### src/rtl/s5c_pkg.sv
package s5c_pkg;

  typedef enum logic [1:0] {
    ACT_START = 2'd0,
    ACT_HOST  = 2'd1,
    ACT_RX    = 2'd2,
    ACT_LINK  = 2'd3
  } action_e;

  typedef enum logic [3:0] {
    ST_BUSY        = 4'd0,
    ST_CONNECTED   = 4'd1,
    ST_EMPTY_HOST  = 4'd2,
    ST_METHOD_REJ  = 4'd3,
    ST_BAD_VERSION = 4'd4,
    ST_REFUSED     = 4'd5,
    ST_BAD_ATYP    = 4'd6,
    ST_LINK_FAILED = 4'd7,
    ST_UNEXPECTED  = 4'd8
  } status_e;

  typedef enum logic [2:0] {
    CMD_HELLO     = 3'd0,
    CMD_REQUEST   = 3'd1,
    CMD_HOST      = 3'd2,
    CMD_HOST_LAST = 3'd3,
    CMD_FINISH    = 3'd4
  } cmd_kind_e;

  localparam logic [7:0] SocksVer    = 8'h05;
  localparam logic [7:0] NMethods    = 8'h01;
  localparam logic [7:0] MethodNone  = 8'h00;
  localparam logic [7:0] CmdConnect  = 8'h01;
  localparam logic [7:0] Reserved    = 8'h00;
  localparam logic [7:0] ReplyOk     = 8'h00;
  localparam logic [7:0] AtypIpv4    = 8'h01;
  localparam logic [7:0] AtypDomain  = 8'h03;
  localparam logic [7:0] AtypIpv6    = 8'h04;
  localparam logic [7:0] MaxHostLen  = 8'd255;
  localparam logic [8:0] Ipv4Discard = 9'd6;
  localparam logic [8:0] Ipv6Discard = 9'd18;
  localparam logic [8:0] PortBytes   = 9'd2;

  typedef struct packed {
    logic [1:0]  action;
    logic [7:0]  host_length;
    logic [15:0] dest_port;
    logic [7:0]  host_byte;
    logic [7:0]  rx_byte;
  } in_item_t;

  typedef struct packed {
    logic        tx_valid;
    logic [7:0]  tx_byte;
    logic [3:0]  status;
    logic [7:0]  reply_code;
    logic        last;
  } out_item_t;

  typedef struct packed {
    cmd_kind_e   kind;
    logic [7:0]  data;
    logic [15:0] port;
    status_e     status;
    logic [7:0]  code;
  } cmd_t;

endpackage

### src/rtl/s5c_chan_if.sv
interface s5c_chan_if #(
  parameter type payload_t = logic [7:0]
) ();
  logic     valid;
  logic     ready;
  payload_t data;

  modport source (output valid, output data, input ready);
  modport sink (input valid, input data, output ready);
endinterface

### src/rtl/socks5_connect_client.sv
// An accepted item is first written into the command queue; its first result is then
// registered into the output register.
// Throughput: one item per cycle unless the queue is full; results leave one per cycle
// while out_o is ready, so an item with several results (hello 3, request 5, last host
// byte 3) holds the output; the queue between classifier and sequencer absorbs bursts.
// Reset: asynchronous, active low; phase idle, counters and queue empty, no result valid.
module socks5_connect_client #(
  parameter int unsigned FIFO_DEPTH = 4
) (
  input  logic       clk_i,
  input  logic       rst_ni,
  s5c_chan_if.sink   in_i,
  s5c_chan_if.source out_o
);
  import s5c_pkg::*;

  localparam int unsigned CntW = $clog2(FIFO_DEPTH + 1);

  cmd_t            push_cmd, head_cmd;
  logic            push, pop, full, empty, front_idle;
  logic [CntW-1:0] fifo_count;

  s5c_front u_front (
    .clk_i  (clk_i),
    .rst_ni (rst_ni),
    .in_i   (in_i),
    .full_i (full),
    .push_o (push),
    .cmd_o  (push_cmd),
    .idle_o (front_idle)
  );

  s5c_fifo #(
    .DEPTH (FIFO_DEPTH)
  ) u_fifo (
    .clk_i   (clk_i),
    .rst_ni  (rst_ni),
    .push_i  (push),
    .data_i  (push_cmd),
    .full_o  (full),
    .pop_i   (pop),
    .data_o  (head_cmd),
    .empty_o (empty),
    .count_o (fifo_count)
  );

  s5c_back u_back (
    .clk_i   (clk_i),
    .rst_ni  (rst_ni),
    .cmd_i   (head_cmd),
    .empty_i (empty),
    .pop_o   (pop),
    .out_o   (out_o)
  );

  a_fifo_bound: assert property (@(posedge clk_i) disable iff (!rst_ni)
    fifo_count <= CntW'(FIFO_DEPTH))
    else $error("command queue count out of range");

  a_push_not_full: assert property (@(posedge clk_i) disable iff (!rst_ni)
    push |-> !full)
    else $error("push into a full command queue");

  a_link_fail_idle: assert property (@(posedge clk_i) disable iff (!rst_ni)
    (in_i.valid && in_i.ready && in_i.data.action == ACT_LINK) |=> front_idle)
    else $error("link failure did not return to idle");

  a_tx_busy: assert property (@(posedge clk_i) disable iff (!rst_ni)
    (out_o.valid && out_o.data.tx_valid) |-> (out_o.data.status == ST_BUSY))
    else $error("send byte carries a final status");

endmodule

### src/rtl/s5c_front.sv
module s5c_front (
  input  logic           clk_i,
  input  logic           rst_ni,
  s5c_chan_if.sink       in_i,
  input  logic           full_i,
  output logic           push_o,
  output s5c_pkg::cmd_t  cmd_o,
  output logic           idle_o
);
  import s5c_pkg::*;

  localparam logic [2:0] PH_IDLE    = 3'd0;
  localparam logic [2:0] PH_METHOD  = 3'd1;
  localparam logic [2:0] PH_HOST    = 3'd2;
  localparam logic [2:0] PH_REPLY   = 3'd3;
  localparam logic [2:0] PH_DOMLEN  = 3'd4;
  localparam logic [2:0] PH_DISCARD = 3'd5;

  logic [2:0]  phase_q, phase_d;
  logic [8:0]  bytes_left_q, bytes_left_d;
  logic [7:0]  host_left_q, host_left_d;
  logic [15:0] saved_port_q, saved_port_d;
  logic [7:0]  reply_version_q, reply_version_d;
  logic [7:0]  reply_status_q, reply_status_d;
  logic [1:0]  reply_index_q, reply_index_d;

  logic        accept;
  logic        cmd_valid;
  logic        fin;
  status_e     fin_status;
  logic [7:0]  fin_code;
  logic [8:0]  discard_left;
  in_item_t    item;

  assign item     = in_i.data;
  assign in_i.ready = !full_i;
  assign accept   = in_i.valid && !full_i;
  assign push_o   = accept && cmd_valid;
  assign idle_o   = (phase_q == PH_IDLE);
  assign discard_left = bytes_left_q - {8'd0, (bytes_left_q != 9'd0)};

  always_comb begin
    phase_d         = phase_q;
    bytes_left_d    = bytes_left_q;
    host_left_d     = host_left_q;
    saved_port_d    = saved_port_q;
    reply_version_d = reply_version_q;
    reply_status_d  = reply_status_q;
    reply_index_d   = reply_index_q;
    cmd_valid       = 1'b0;
    cmd_o           = '{kind: CMD_HELLO, data: 8'd0, port: 16'd0, status: ST_BUSY,
                        code: 8'd0};
    fin             = 1'b0;
    fin_status      = ST_BUSY;
    fin_code        = 8'd0;

    unique case (item.action)
      ACT_LINK: begin
        fin        = 1'b1;
        fin_status = ST_LINK_FAILED;
      end
      ACT_START: begin
        if (phase_q != PH_IDLE) begin
          fin        = 1'b1;
          fin_status = ST_UNEXPECTED;
        end else if (item.host_length == 8'd0 || item.host_length > MaxHostLen) begin
          fin        = 1'b1;
          fin_status = ST_EMPTY_HOST;
        end else begin
          host_left_d   = item.host_length;
          saved_port_d  = item.dest_port;
          reply_index_d = 2'd0;
          phase_d       = PH_METHOD;
          cmd_valid     = 1'b1;
          cmd_o.kind    = CMD_HELLO;
        end
      end
      ACT_HOST: begin
        if (phase_q != PH_HOST || host_left_q == 8'd0) begin
          fin        = 1'b1;
          fin_status = ST_UNEXPECTED;
        end else begin
          cmd_valid   = 1'b1;
          cmd_o.kind  = CMD_HOST;
          cmd_o.data  = item.host_byte;
          host_left_d = host_left_q - 8'd1;
          if (host_left_q == 8'd1) begin
            cmd_o.kind    = CMD_HOST_LAST;
            cmd_o.port    = saved_port_q;
            reply_index_d = 2'd0;
            phase_d       = PH_REPLY;
          end
        end
      end
      ACT_RX: begin
        case (phase_q)
          PH_METHOD: begin
            if (reply_index_q == 2'd0) begin
              reply_version_d = item.rx_byte;
              reply_index_d   = 2'd1;
            end else if (reply_version_q != SocksVer) begin
              fin        = 1'b1;
              fin_status = ST_METHOD_REJ;
              fin_code   = reply_version_q;
            end else if (item.rx_byte != MethodNone) begin
              fin        = 1'b1;
              fin_status = ST_METHOD_REJ;
              fin_code   = item.rx_byte;
            end else begin
              reply_index_d = 2'd0;
              phase_d       = PH_HOST;
              cmd_valid     = 1'b1;
              cmd_o.kind    = CMD_REQUEST;
              cmd_o.data    = host_left_q;
            end
          end
          PH_REPLY: begin
            if (reply_index_q == 2'd0) begin
              reply_version_d = item.rx_byte;
              reply_index_d   = 2'd1;
            end else if (reply_index_q == 2'd1) begin
              reply_status_d = item.rx_byte;
              reply_index_d  = 2'd2;
            end else if (reply_index_q == 2'd2) begin
              reply_index_d = 2'd3;
            end else if (reply_version_q != SocksVer) begin
              fin        = 1'b1;
              fin_status = ST_BAD_VERSION;
              fin_code   = reply_version_q;
            end else if (reply_status_q != ReplyOk) begin
              fin        = 1'b1;
              fin_status = ST_REFUSED;
              fin_code   = reply_status_q;
            end else if (item.rx_byte == AtypIpv4) begin
              bytes_left_d  = Ipv4Discard;
              reply_index_d = 2'd0;
              phase_d       = PH_DISCARD;
            end else if (item.rx_byte == AtypIpv6) begin
              bytes_left_d  = Ipv6Discard;
              reply_index_d = 2'd0;
              phase_d       = PH_DISCARD;
            end else if (item.rx_byte == AtypDomain) begin
              reply_index_d = 2'd0;
              phase_d       = PH_DOMLEN;
            end else begin
              fin        = 1'b1;
              fin_status = ST_BAD_ATYP;
              fin_code   = item.rx_byte;
            end
          end
          PH_DOMLEN: begin
            bytes_left_d = {1'b0, item.rx_byte} + PortBytes;
            phase_d      = PH_DISCARD;
          end
          PH_DISCARD: begin
            bytes_left_d = discard_left;
            if (discard_left == 9'd0) begin
              fin        = 1'b1;
              fin_status = ST_CONNECTED;
            end
          end
          default: begin
            fin        = 1'b1;
            fin_status = ST_UNEXPECTED;
          end
        endcase
      end
    endcase

    if (fin) begin
      phase_d       = PH_IDLE;
      reply_index_d = 2'd0;
      bytes_left_d  = 9'd0;
      host_left_d   = 8'd0;
      cmd_valid     = 1'b1;
      cmd_o.kind    = CMD_FINISH;
      cmd_o.status  = fin_status;
      cmd_o.code    = fin_code;
    end
  end

  always_ff @(posedge clk_i or negedge rst_ni) begin
    if (!rst_ni) begin
      phase_q         <= PH_IDLE;
      bytes_left_q    <= 9'd0;
      host_left_q     <= 8'd0;
      saved_port_q    <= 16'd0;
      reply_version_q <= 8'd0;
      reply_status_q  <= 8'd0;
      reply_index_q   <= 2'd0;
    end else if (accept) begin
      phase_q         <= phase_d;
      bytes_left_q    <= bytes_left_d;
      host_left_q     <= host_left_d;
      saved_port_q    <= saved_port_d;
      reply_version_q <= reply_version_d;
      reply_status_q  <= reply_status_d;
      reply_index_q   <= reply_index_d;
    end
  end

endmodule

### src/rtl/s5c_fifo.sv
module s5c_fifo #(
  parameter int unsigned DEPTH = 4
) (
  input  logic                           clk_i,
  input  logic                           rst_ni,
  input  logic                           push_i,
  input  s5c_pkg::cmd_t                  data_i,
  output logic                           full_o,
  input  logic                           pop_i,
  output s5c_pkg::cmd_t                  data_o,
  output logic                           empty_o,
  output logic [$clog2(DEPTH+1)-1:0]     count_o
);
  import s5c_pkg::*;

  localparam int unsigned PtrW = (DEPTH > 1) ? $clog2(DEPTH) : 1;
  localparam int unsigned CntW = $clog2(DEPTH + 1);
  localparam logic [PtrW-1:0] LastPtr  = PtrW'(DEPTH - 1);
  localparam logic [CntW-1:0] FullCnt  = CntW'(DEPTH);

  cmd_t            mem_q [DEPTH];
  logic [PtrW-1:0] wr_ptr_q, rd_ptr_q;
  logic [CntW-1:0] count_q;
  logic            do_push, do_pop;

  assign full_o  = (count_q == FullCnt);
  assign empty_o = (count_q == '0);
  assign count_o = count_q;
  assign data_o  = mem_q[rd_ptr_q];
  assign do_push = push_i && !full_o;
  assign do_pop  = pop_i && !empty_o;

  always_ff @(posedge clk_i) begin
    if (do_push) begin
      mem_q[wr_ptr_q] <= data_i;
    end
  end

  always_ff @(posedge clk_i or negedge rst_ni) begin
    if (!rst_ni) begin
      wr_ptr_q <= '0;
      rd_ptr_q <= '0;
      count_q  <= '0;
    end else begin
      if (do_push) begin
        wr_ptr_q <= (wr_ptr_q == LastPtr) ? '0 : wr_ptr_q + PtrW'(1);
      end
      if (do_pop) begin
        rd_ptr_q <= (rd_ptr_q == LastPtr) ? '0 : rd_ptr_q + PtrW'(1);
      end
      if (do_push && !do_pop) begin
        count_q <= count_q + CntW'(1);
      end else if (do_pop && !do_push) begin
        count_q <= count_q - CntW'(1);
      end
    end
  end

endmodule

### src/rtl/s5c_back.sv
module s5c_back (
  input  logic           clk_i,
  input  logic           rst_ni,
  input  s5c_pkg::cmd_t  cmd_i,
  input  logic           empty_i,
  output logic           pop_o,
  s5c_chan_if.source     out_o
);
  import s5c_pkg::*;

  logic        out_valid_q, out_valid_d;
  out_item_t   out_q, out_d;
  logic [2:0]  idx_q, idx_d;
  logic [2:0]  last_idx;
  logic        fire;
  logic        is_last;

  always_comb begin
    case (cmd_i.kind)
      CMD_HELLO:     last_idx = 3'd2;
      CMD_REQUEST:   last_idx = 3'd4;
      CMD_HOST_LAST: last_idx = 3'd2;
      default:       last_idx = 3'd0;
    endcase
  end

  assign fire    = !empty_i && (!out_valid_q || out_o.ready);
  assign is_last = (idx_q == last_idx);
  assign pop_o   = fire && is_last;

  always_comb begin
    out_d            = '0;
    out_d.tx_valid   = 1'b1;
    out_d.status     = ST_BUSY;
    out_d.last       = is_last;
    case (cmd_i.kind)
      CMD_HELLO: begin
        case (idx_q)
          3'd0:    out_d.tx_byte = SocksVer;
          3'd1:    out_d.tx_byte = NMethods;
          default: out_d.tx_byte = MethodNone;
        endcase
      end
      CMD_REQUEST: begin
        case (idx_q)
          3'd0:    out_d.tx_byte = SocksVer;
          3'd1:    out_d.tx_byte = CmdConnect;
          3'd2:    out_d.tx_byte = Reserved;
          3'd3:    out_d.tx_byte = AtypDomain;
          default: out_d.tx_byte = cmd_i.data;
        endcase
      end
      CMD_HOST: out_d.tx_byte = cmd_i.data;
      CMD_HOST_LAST: begin
        case (idx_q)
          3'd0:    out_d.tx_byte = cmd_i.data;
          3'd1:    out_d.tx_byte = cmd_i.port[15:8];
          default: out_d.tx_byte = cmd_i.port[7:0];
        endcase
      end
      default: begin
        out_d.tx_valid   = 1'b0;
        out_d.status     = cmd_i.status;
        out_d.reply_code = cmd_i.code;
      end
    endcase
  end

  always_comb begin
    idx_d       = idx_q;
    out_valid_d = out_valid_q;
    if (out_o.ready) begin
      out_valid_d = 1'b0;
    end
    if (fire) begin
      out_valid_d = 1'b1;
      idx_d       = is_last ? 3'd0 : idx_q + 3'd1;
    end
  end

  always_ff @(posedge clk_i or negedge rst_ni) begin
    if (!rst_ni) begin
      out_valid_q <= 1'b0;
      idx_q       <= 3'd0;
    end else begin
      out_valid_q <= out_valid_d;
      idx_q       <= idx_d;
    end
  end

  always_ff @(posedge clk_i) begin
    if (fire) begin
      out_q <= out_d;
    end
  end

  assign out_o.valid = out_valid_q;
  assign out_o.data  = out_q;

endmodule

### src/flat_wrapper.sv
// flat-port wrapper written by rule: the top's interface ports become plain ports
module socks5_connect_client_flat import s5c_pkg::*;
#(
  parameter int unsigned FIFO_DEPTH = 4
)
  (clk_i, rst_ni, in_i_valid, in_i_data, in_i_ready, out_o_valid, out_o_data, out_o_ready);
  s5c_chan_if #(.payload_t(in_item_t)) in_i_i ();
  s5c_chan_if #(.payload_t(out_item_t)) out_o_i ();
  input  logic clk_i;
  input  logic rst_ni;
  input wire logic [$bits(in_i_i.valid)-1:0] in_i_valid;
  input wire logic [$bits(in_i_i.data)-1:0] in_i_data;
  output wire logic [$bits(in_i_i.ready)-1:0] in_i_ready;
  output wire logic [$bits(out_o_i.valid)-1:0] out_o_valid;
  output wire logic [$bits(out_o_i.data)-1:0] out_o_data;
  input wire logic [$bits(out_o_i.ready)-1:0] out_o_ready;
  assign in_i_i.valid = in_i_valid;
  assign in_i_i.data = in_i_data;
  assign in_i_ready = in_i_i.ready;
  assign out_o_valid = out_o_i.valid;
  assign out_o_data = out_o_i.data;
  assign out_o_i.ready = out_o_ready;
  socks5_connect_client #(.FIFO_DEPTH(FIFO_DEPTH)) u_core (.clk_i(clk_i), .rst_ni(rst_ni), .in_i(in_i_i), .out_o(out_o_i));
endmodule
### config.mk
export PLATFORM = sky130hd
export DESIGN_NAME = socks5_connect_client_flat
export DESIGN_NICKNAME = d
export VERILOG_FILES = /design/src/rtl/s5c_pkg.sv /design/src/rtl/s5c_chan_if.sv /design/src/rtl/socks5_connect_client.sv /design/src/rtl/s5c_front.sv /design/src/rtl/s5c_fifo.sv /design/src/rtl/s5c_back.sv /design/src/flat_wrapper.sv
export SDC_FILE = /design/constraint.sdc
export NUM_CORES = 1
export LEC_CHECK = 0
export ABC_AREA = 1
export BUFFER_PORTS_ARGS = -buffer_cell sky130_fd_sc_hd__buf_4
export CAP_MARGIN = 20
export CORE_UTILIZATION = 55
export CTS_CLUSTER_DIAMETER = 200
export DETAILED_ROUTE_END_ITERATION = 16
export GPL_TIMING_DRIVEN = 0
export PLACE_DENSITY = 0.73
export SYNTH_ARGS = -nofsm -noshare
export SYNTH_HDL_FRONTEND = slang
export SYNTH_SLANG_ARGS = --single-unit
### constraint.sdc
create_clock -name clk_i -period 9.3 [get_ports clk_i]
set_input_delay 0.93 -clock clk_i [delete_from_list [all_inputs] [get_ports clk_i]]
set_output_delay 0.93 -clock clk_i [all_outputs]
set_load 0.01 [all_outputs]
==> out/results.tsv, run 1 <==
metric	value	unit
die width	147	um
post-layout min period	4.21	ns
CTS tree	yes	
vias in the first global route	8345	
Rows	52	
initial antenna violation count	0	
M3 GR Usage	3.60	%
RSZ-0062 raised after global routing	no	
hold_ws	0.489	ns
I/O pin count	70	
commonest non-fill, non-tap cell in the layout	nand2_1	
full die area	21500	um^2
synthesized area per cell	9.82	um^2
CTS Buffer Depth	3	
gr ovfl total	0	
Post-CTS Repair Setup Buffers	0	
Pleak	0.00551	uW
I/O Buffers	69	
DR WL/cell	17.5	um
Top Usage Layer GRT	met2	
Post-DP HPWL	18.5	mm
drt first pass iters	5	
MaxCap Viol Count	0	
Critical-path top delay cell	fa_1	
root buffer cell	clkbuf_16	
Yosys cell types	51	
Final Hold Fails	0	
Seq cells post-synth	243	
core area	20400	um^2
DP Worst Slack	5.20	ns
Most used DFF post-synth	edfxtp_1	
met1 Track Usage GR	37.6	%
WL final	27.4	mm
Ant. Diodes	0	
first-pass GRT wire length	43.3	mm
Die Y	147	um
count of hold-fix buffers inserted at cts	0	
crit start category	flip-flop	
crit path kind	flip-flop to flip-flop	
Seq/Total Area, Yosys	60.5	%
CTS sink cnt	243	
most frequent cells in the layout	nand2_1, edfxtp_1, nor2_1	
via count	8858	
Syn Nets	1246	
share of cells above drive strength 1	12.0	%
GRT Total Usage	25.6	%
status	completed	
pwr/cell area	304	nW/um^2
EDFF count, synth	178	
CP max stage delay	0.45	ns
CTS H-Tree Depth	1	
async set-reset flop share out of synthesis	26.7	%
CP Data Arrival Time	4.62	ns
Rel. slew slack	38.7	%
Post-Place Cell Area	12500	um^2
Min-Delay Path Class	flip-flop to flip-flop	
starting density of the core	56.6	%
fmax	237	MHz
CP required	9.70	ns
Vias/cell	5.66	
CTS Buf Count	26	
Setup TNS Final	0	ns
Crit Path Max Fanout	10	
Final Skew	0.0176	ns
Gate Count Post-Synth	1174	
Setup Viol. Count Final	0	
post-cts sizing count	0	
final slew viol count	0	
CP Capture Type	flip-flop	
largest net degree at the start of global routing	66	
Final Util	65.9	%
Routability Congestion	0.906	
fin nets	1347	
Post-Syn Area	11500	um^2
most used cell, CP	nor2_1	
Layout area overhead	16.4	%
Final WS setup	5.09	ns
period utilization	45.3	%
synth warn	0	
worst slew pin tran	0.919	ns
Clock Pin Slew Worst Setup and Hold Paths	0.06	ns
post-route cell area	13400	um^2
maximum VDD drop	0.215	mV
Residual DRC	0	
First DRT Iteration DRCs	843	
clock latency on the worst-skew pair	0.54	ns
GR Util met2	40.1	%
Post-DRT Antenna Nets	0	
## stage by stage
stage / std cells / total power, uW
after global routing: 1565 / 4310
after detailed placement: 1517 / 3000
final: 1565 / 4070
after CTS: 1565 / 4080
after floorplan: 1174 / 2500
after global placement: 1513 / 2940
## layer usage
layer	share of wire, %	wire length, um
met4	2.0	546
met2	45	12400
met5	0	0
met1	45	12300
met3	7.8	2120
## worst max-delay path, delay by kind of cell, from the launching register on
| kind | cells | cell delay [ns] |
|---|---|---|
| simple gates | 15 | 1.53 |
| buf+inv | 5 | 0.43 |
| fa+ha+maj | 4 | 1.21 |
| compound gates | 2 | 0.33 |
| xor+xnor | 1 | 0.16 |
| flops | 1 | 0.42 |
## layout make-up
cell class,instances,area [um^2]
Fill cell,1610,6950
Clock buffer,34,732
Sequential cell,243,6970
Inverter,131,492
Buffer,43,198
Multi-Input combinational cell,757,3910
Clock inverter,14,169
Tap cell,270,338
Timing Repair Buffer,73,606
## power by group
part           internal, uW  switching (uW)  total [uW]
sequential             1440            99.5        1540
clock                   642             425        1070
combinational           470             993        1460
## cell families after synthesis
group / share of synthesized area [%]
AND/OR/NAND/NOR: 16.6
AO/OA/AOI/OAI: 13.7
flip-flops: 60.5
buffers and inverters: 5.98
adder cells (fa/ha/maj): 2.89
XOR/XNOR: 0.380
## state kept, by name (all words and copies together), names as in the netlist, 3 cells and up
| name | flops |
|---|---|
| u_core.u_front.reply_version_q | 8 |
| u_core.u_front.bytes_left_q | 9 |
| u_core.u_back.out_o.data | 22 |
| u_core.u_fifo.count_o | 3 |
| u_core.u_front.host_left_q | 8 |
| u_core.u_fifo.mem_q | 156 |
| u_core.u_front.saved_port_q | 16 |
| u_core.u_back.idx_q | 3 |
| u_core.u_front.reply_status_q | 8 |
| u_core.u_front.phase_q | 3 |
## path summary, 6_finish.rpt
path	from	end	slack (ns)	cells after the start
setup / recovery	u_core.u_front.bytes_left_q[5]	u_core.u_fifo.count_o[2]	5.09	27
hold / removal	u_core.u_front.bytes_left_q[0]	u_core.u_front.bytes_left_q[0]	0.49	2
setup reg to reg	u_core.u_front.bytes_left_q[5]	u_core.u_fifo.count_o[2]	5.09	27
hold reg to reg	u_core.u_front.bytes_left_q[0]	u_core.u_front.bytes_left_q[0]	0.49	2
max in group asynchronous	rst_ni	u_core.u_back.out_o.valid	8.21	1
min in group asynchronous	rst_ni	u_core.u_front.bytes_left_q[7]	0.53	1
## synthesized netlist by cell type (2+ instances only)
master	instances	area share, %
clkbuf_1	29	0.94
o221ai_1	7	0.53
nand2_2	5	0.27
a31oi_1	3	0.16
buf_6	3	0.29
a22oi_1	2	0.13
clkinv_1	2	0.065
a221oi_1	6	0.46
inv_1	123	4.0
o31ai_1	9	0.59
o22ai_1	24	1.3
nand2_4	3	0.29
a32oi_1	2	0.15
nand3_1	55	2.4
xnor2_1	2	0.15
a21oi_1	60	2.6
o21ai_0	119	5.2
dfrtp_1	65	14
buf_4	2	0.13
inv_2	6	0.20
a211oi_1	3	0.20
nor2_1	156	5.1
o21ai_1	16	0.69
xor2_1	3	0.23
buf_1	4	0.13
ha_1	25	2.7
nand3_2	2	0.17
nor4_1	2	0.11
nor2_4	2	0.20
o211ai_1	13	0.85
nor3_1	9	0.39
nor2_2	5	0.27
edfxtp_1	178	46
nor3b_1	2	0.13
nand4_1	15	0.81
buf_2	4	0.17
o311ai_0	2	0.15
nand2_1	193	6.3
(Power assumes the default switching activity.)
==> run 2: changes to the inputs <==
==> constraint.sdc (replaced) <==
create_clock -name clk_i -period 3.9 [get_ports clk_i]
set_input_delay 0.39 -clock clk_i [delete_from_list [all_inputs] [get_ports clk_i]]
set_output_delay 0.39 -clock clk_i [all_outputs]
set_load 0.01 [all_outputs]
==> out/results.tsv, run 2 (synthesis results as in run 1) <==
metric	value	unit
status	complete, but fails checks	
failing checks	negative hold slack	
Post-DRT Antenna Nets	0	
Pleak	0.00554	uW
CP Data Arrival Time	3.93	ns
MaxCap Viol Count	0	
Tot Pwr	9820	uW
Post-DP HPWL	18.5	mm
clock latency on the worst-skew pair	0.54	ns
initial antenna violation count	0	
CTS Buf Count	26	
count of hold-fix buffers inserted at cts	0	
Crit Path Max Fanout	21	
CP required	4.14	ns
crit path kind	flip-flop to flip-flop	
first-pass GRT wire length	43.5	mm
period utilization	94.5	%
maximum VDD drop	0.513	mV
worst r2r path cells	22	
First DRT Iteration DRCs	908	
Ant. Diodes	0	
CP max stage delay	0.60	ns
fmax	271	MHz
Critical-path top delay cell	nor2_4	
Routability Congestion	0.906	
Min-Delay Path Class	primary input to async pin	
CTS sink cnt	243	
Rows	52	
gr ovfl total	0	
DR WL/cell	17.5	um
I/O Buffers	69	
Residual DRC	0	
Final Hold Fails	49	
share of cells above drive strength 1	13.4	%
Final Skew	0.0165	ns
Post-Place Cell Area	12500	um^2
starting density of the core	56.6	%
I/O pin count	70	
Rel. slew slack	37.9	%
Final WS setup	0.215	ns
Vias/cell	5.64	
post-route cell area	13500	um^2
core area	20400	um^2
Fillers	1599	
vias in the first global route	8393	
crit start category	flip-flop	
CTS H-Tree Depth	1	
WL final	27.6	mm
root buffer cell	clkbuf_16	
GRT Total Usage	25.7	%
Top reg by flops	u_core.u_fifo.mem_q	
most frequent cells in the layout	nand2_1, edfxtp_1, nor2_1	
Die Y	147	um
full die area	21500	um^2
Clock Pin Slew Worst Setup and Hold Paths	0.06	ns
DP Worst Slack	-0.198	ns
Setup Viol. Count Final	0	
largest net degree at the start of global routing	66	
CP Capture Type	flip-flop	
CTS tree	yes	
drt first pass iters	5	
post-layout min period	3.68	ns
fin nets	1354	
hold_ws	-0.0184	ns
worst slew pin tran	0.932	ns
die width	147	um
via count	8862	
commonest non-fill, non-tap cell in the layout	nand2_1	
Layout area overhead	17.5	%
pwr/cell area	726	nW/um^2
max reg flops	156	
worst path cell trace	nor2_4 -> nand2_2 -> nor2_2 -> nand4_1 -> ha_4 -> ha_4 -> nand2_1 -> inv_1 -> nand3_1 -> nor2_1 -> nand2_1 -> nor2_1 -> nand3_2 -> nand3_2 -> nand2_2 -> nand2_4 -> inv_2 -> buf_6 -> nand2_4 -> nand2_8 -> nor2_4 -> buf_16	
CTS Buffer Depth	3	
final slew viol count	0	
-- run 2: area by class of cell --
type | count | area [um^2] | area share [%]
Buffer | 43 | 198 | 1.46
Clock buffer | 34 | 732 | 5.41
Tap cell | 270 | 338 | 2.50
Timing Repair Buffer | 80 | 658 | 4.86
Inverter | 131 | 497 | 3.67
Clock inverter | 14 | 169 | 1.25
Sequential cell | 243 | 6970 | 51.5
Multi-Input combinational cell | 757 | 3980 | 29.4
-- run 2: worst paths after layout --
kind | start | slack, ns | end
worst max-delay path | u_core.u_front.bytes_left_q[5] | 0.22 | u_core.u_fifo.mem_q[3][19]
worst min-delay path | rst_ni | -0.02 | u_core.u_front.bytes_left_q[7]
worst max register to register | u_core.u_front.bytes_left_q[5] | 0.22 | u_core.u_fifo.mem_q[3][19]
worst min register to register | u_core.u_front.reply_status_q[0] | 0.49 | u_core.u_front.reply_status_q[0]
max in group asynchronous | rst_ni | 3.36 | u_core.u_back.out_o.valid
min in group clk_i | out_o_ready | 0.07 | u_core.u_back.out_o.valid
-- run 2: layer usage --
| metal | GRT usage [%] | share of wire [%] | vias up |
|---|---|---|---|
| met1 | 37.6 | 45 | 4176 |
| met3 | 3.54 | 7.0 | 43 |
| li1 | - | - | 4277 |
| met2 | 40.5 | 46 | 366 |
| met4 | 7.24 | 1.9 | 0 |
| met5 | 0 | 0 | - |
-- run 2: where the power goes --
part / switching (uW) / total [uW] / internal [uW]
combinational: 2410 / 3600 / 1180
clock: 1020 / 2550 / 1530
sequential: 238 / 3680 / 3440
-- run 2: through the flow --
| stage | utilization [%] | TNS (ns) | std cells | hold WS (ns) |
|---|---|---|---|---|
| 5_1_grt | 66.5 | -0.0525 | 1572 | 0.0511 |
| 6_report | 66.5 | 0 | 1572 | -0.0184 |
| 4_1_cts | 66.1 | 0 | 1567 | 0.00564 |
| 3_5_place_dp | 61.4 | -1.84 | 1517 | 0.474 |
| 3_3_place_gp | 60.8 | -330.85 | 1513 | 0.467 |
| 2_1_floorplan | - | -83.45 | 1174 | 0.0944 |
-- run 2: repair_timing --
item / 4_1_cts / 5_1_grt
setup endpoints to repair: 44 / 47
resized for setup: 9 / 9
pin swaps: 4 / 4
hold endpoints to repair: 0 / 0
buffers inserted: 2 / 5
-- run 2: worst max-delay path, delay by kind of cell, from the launching register on --
kind / cells / cell delay (ns)
and+or+nand+nor: 16 / 2.01
buffers and inverters: 4 / 0.47
DFF: 1 / 0.42
adders and majority gates: 2 / 0.45
==> run 3: changes to the inputs <==
--- a/config.mk
+++ b/config.mk
@@ -11,7 +11,9 @@
 export CORE_UTILIZATION = 55
 export CTS_CLUSTER_DIAMETER = 200
 export DETAILED_ROUTE_END_ITERATION = 16
+export GPL_ROUTABILITY_DRIVEN = 0
 export GPL_TIMING_DRIVEN = 0
+export HOLD_SLACK_MARGIN = 0.03
 export PLACE_DENSITY = 0.73
 export SYNTH_ARGS = -nofsm -noshare
 export SYNTH_HDL_FRONTEND = slang
==> out/results.tsv, run 3 (synthesis results as in run 1) <==
metric	value	unit
full die area	21500	um^2
Rel. slew slack	32.9	%
Post-DP HPWL	18.5	mm
Clock Pin Slew Worst Setup and Hold Paths	0.06	ns
final cell count without fillers	1573	
core area	20400	um^2
maximum VDD drop	0.376	mV
period utilization	93.8	%
share of cells above drive strength 1	12.9	%
I/O Buffers	69	
fin nets	1356	
Pleak	0.00550	uW
largest net degree at the start of global routing	66	
Min-Delay Path Class	primary input to flip-flop	
Crit Path Max Fanout	10	
die width	147	um
CP required	4.29	ns
post-layout min period	3.66	ns
DR WL/cell	17.4	um
Die Y	147	um
First DRT Iteration DRCs	877	
Final Hold Fails	0	
Fillers	1606	
most used cell, CP	nand2_1	
Post-DRT Antenna Nets	0	
fmax	273	MHz
final slew viol count	0	
worst slew pin tran	0.997	ns
root buffer cell	clkbuf_16	
crit path kind	flip-flop to flip-flop	
CTS Buf Count	25	
CTS Buffer Depth	3	
Setup Viol. Count Final	0	
Layout area overhead	16.8	%
Rows	52	
Final Skew	0.0147	ns
WL final	27.4	mm
vias in the first global route	8513	
gr ovfl total	0	
via count	8961	
most frequent cells in the layout	nand2_1, edfxtp_1, nor2_1	
drt first pass iters	5	
I/O pin count	70	
DP Worst Slack	-0.160	ns
crit start category	flip-flop	
commonest non-fill, non-tap cell in the layout	nand2_1	
Residual DRC	0	
initial antenna violation count	0	
clock latency on the worst-skew pair	0.53	ns
Vias/cell	5.70	
CP Data Arrival Time	4.05	ns
Multi-input gate area	3950	um^2
max reg flops	156	
first-pass GRT wire length	43.6	mm
CTS sink cnt	243	
FF/Latch Area	6970	um^2
Ant. Diodes	0	
Critical-path top delay cell	dfrtp_1	
Final WS setup	0.242	ns
CP max stage delay	0.40	ns
CTS tree	yes	
status	completed	
Top reg by flops	u_core.u_fifo.mem_q	
starting density of the core	56.6	%
pwr/cell area	715	nW/um^2
MaxCap Viol Count	0	
Cells after DPL	1517	
GRT Total Usage	25.7	%
CTS H-Tree Depth	1	
CP Capture Type	flip-flop	
run 3: cell types whose count changed in the layout (fill, tap and decap cells not counted), sizes merged:
cell | before | now
buf | 93 | 95
clkbuf | 64 | 63
dlygate4sd3 | 0 | 1
clkinv | 12 | 9
clkinvlp | 0 | 2
run 3: layout make-up:
type                       count  area share (%)
multi-input combinational    757            29.4
sequential                   243            51.8
buffer                        43            1.47
clock buffer                  33            5.02
clock inverter                13            1.12
tap                          270            2.51
inverter                     131            3.69
timing repair buffer          83            5.02
run 3: report_power, final:
part / internal [uW] / switching [uW] / total (uW) / leakage [uW]
Combinational: 1160 / 2380 / 3540 / 0.00260
Clock: 1420 / 984 / 2400 / 0.000400
Sequential: 3440 / 234 / 3680 / 0.00251
Total: 6020 / 3600 / 9620 / 0.00550
run 3: timing repair:
action,in CTS,in global routing
pin swaps,1,5
gates resized for setup,4,8
hold buffers,1,0
setup buffers,3,6
endpoints found under the setup margin,2,38
endpoints found under the hold margin,35,0
run 3: path summary, 6_finish.rpt:
check / start / end / slack, ns / depth (start not counted)
max in group asynchronous: rst_ni / u_core.u_back.out_o.valid / 2.81 / 2
setup reg to reg: u_core.u_front.bytes_left_q[7] / u_core.u_fifo.count_o[2] / 0.24 / 27
hold reg to reg: u_core.u_front.bytes_left_q[0] / u_core.u_front.bytes_left_q[0] / 0.49 / 2
min in group asynchronous: rst_ni / u_core.u_front.reply_status_q[7] / 0.54 / 2
hold / removal: out_o_ready / u_core.u_back.out_o.valid / 0.09 / 2
setup / recovery: u_core.u_front.bytes_left_q[7] / u_core.u_fifo.count_o[2] / 0.24 / 27
run 3: critical path: cells and delay by family, from the launching register on:
family                   cells  cell delay (ns)
AND/OR/NAND/NOR             15             1.39
adder cells (fa/ha/maj)      4             0.97
flip-flops                   1             0.40
buffers and inverters        5             0.38
AO/OA/AOI/OAI                2             0.24
XOR/XNOR                     1             0.15
run 3: metal layers:
metal  vias to the layer above  track usage (%)  routed length, um
met1                      4275             37.6              12300
li1                       4287                -                  -
met3                        45             3.20               2170
met5                         -                0                  0
met4                         0             6.77                445
met2                       354             40.8              12600
run 3: stage by stage:
stage | util [%] | total power (uW) | TNS, ns | hold slack [ns] | area (um^2)
global placement | 60.8 | 7000 | -327.58 | 0.467 | 12400
floorplan | - | 5960 | -83.45 | 0.0944 | 11500
global route | 66.1 | 10200 | -0.0224 | 0.0911 | 13500
detailed placement | 61.4 | 7120 | -0.160 | 0.474 | 12500
CTS | 65.7 | 9560 | 0 | 0.0847 | 13400
finish | 66.1 | 9620 | 0 | 0.0865 | 13500
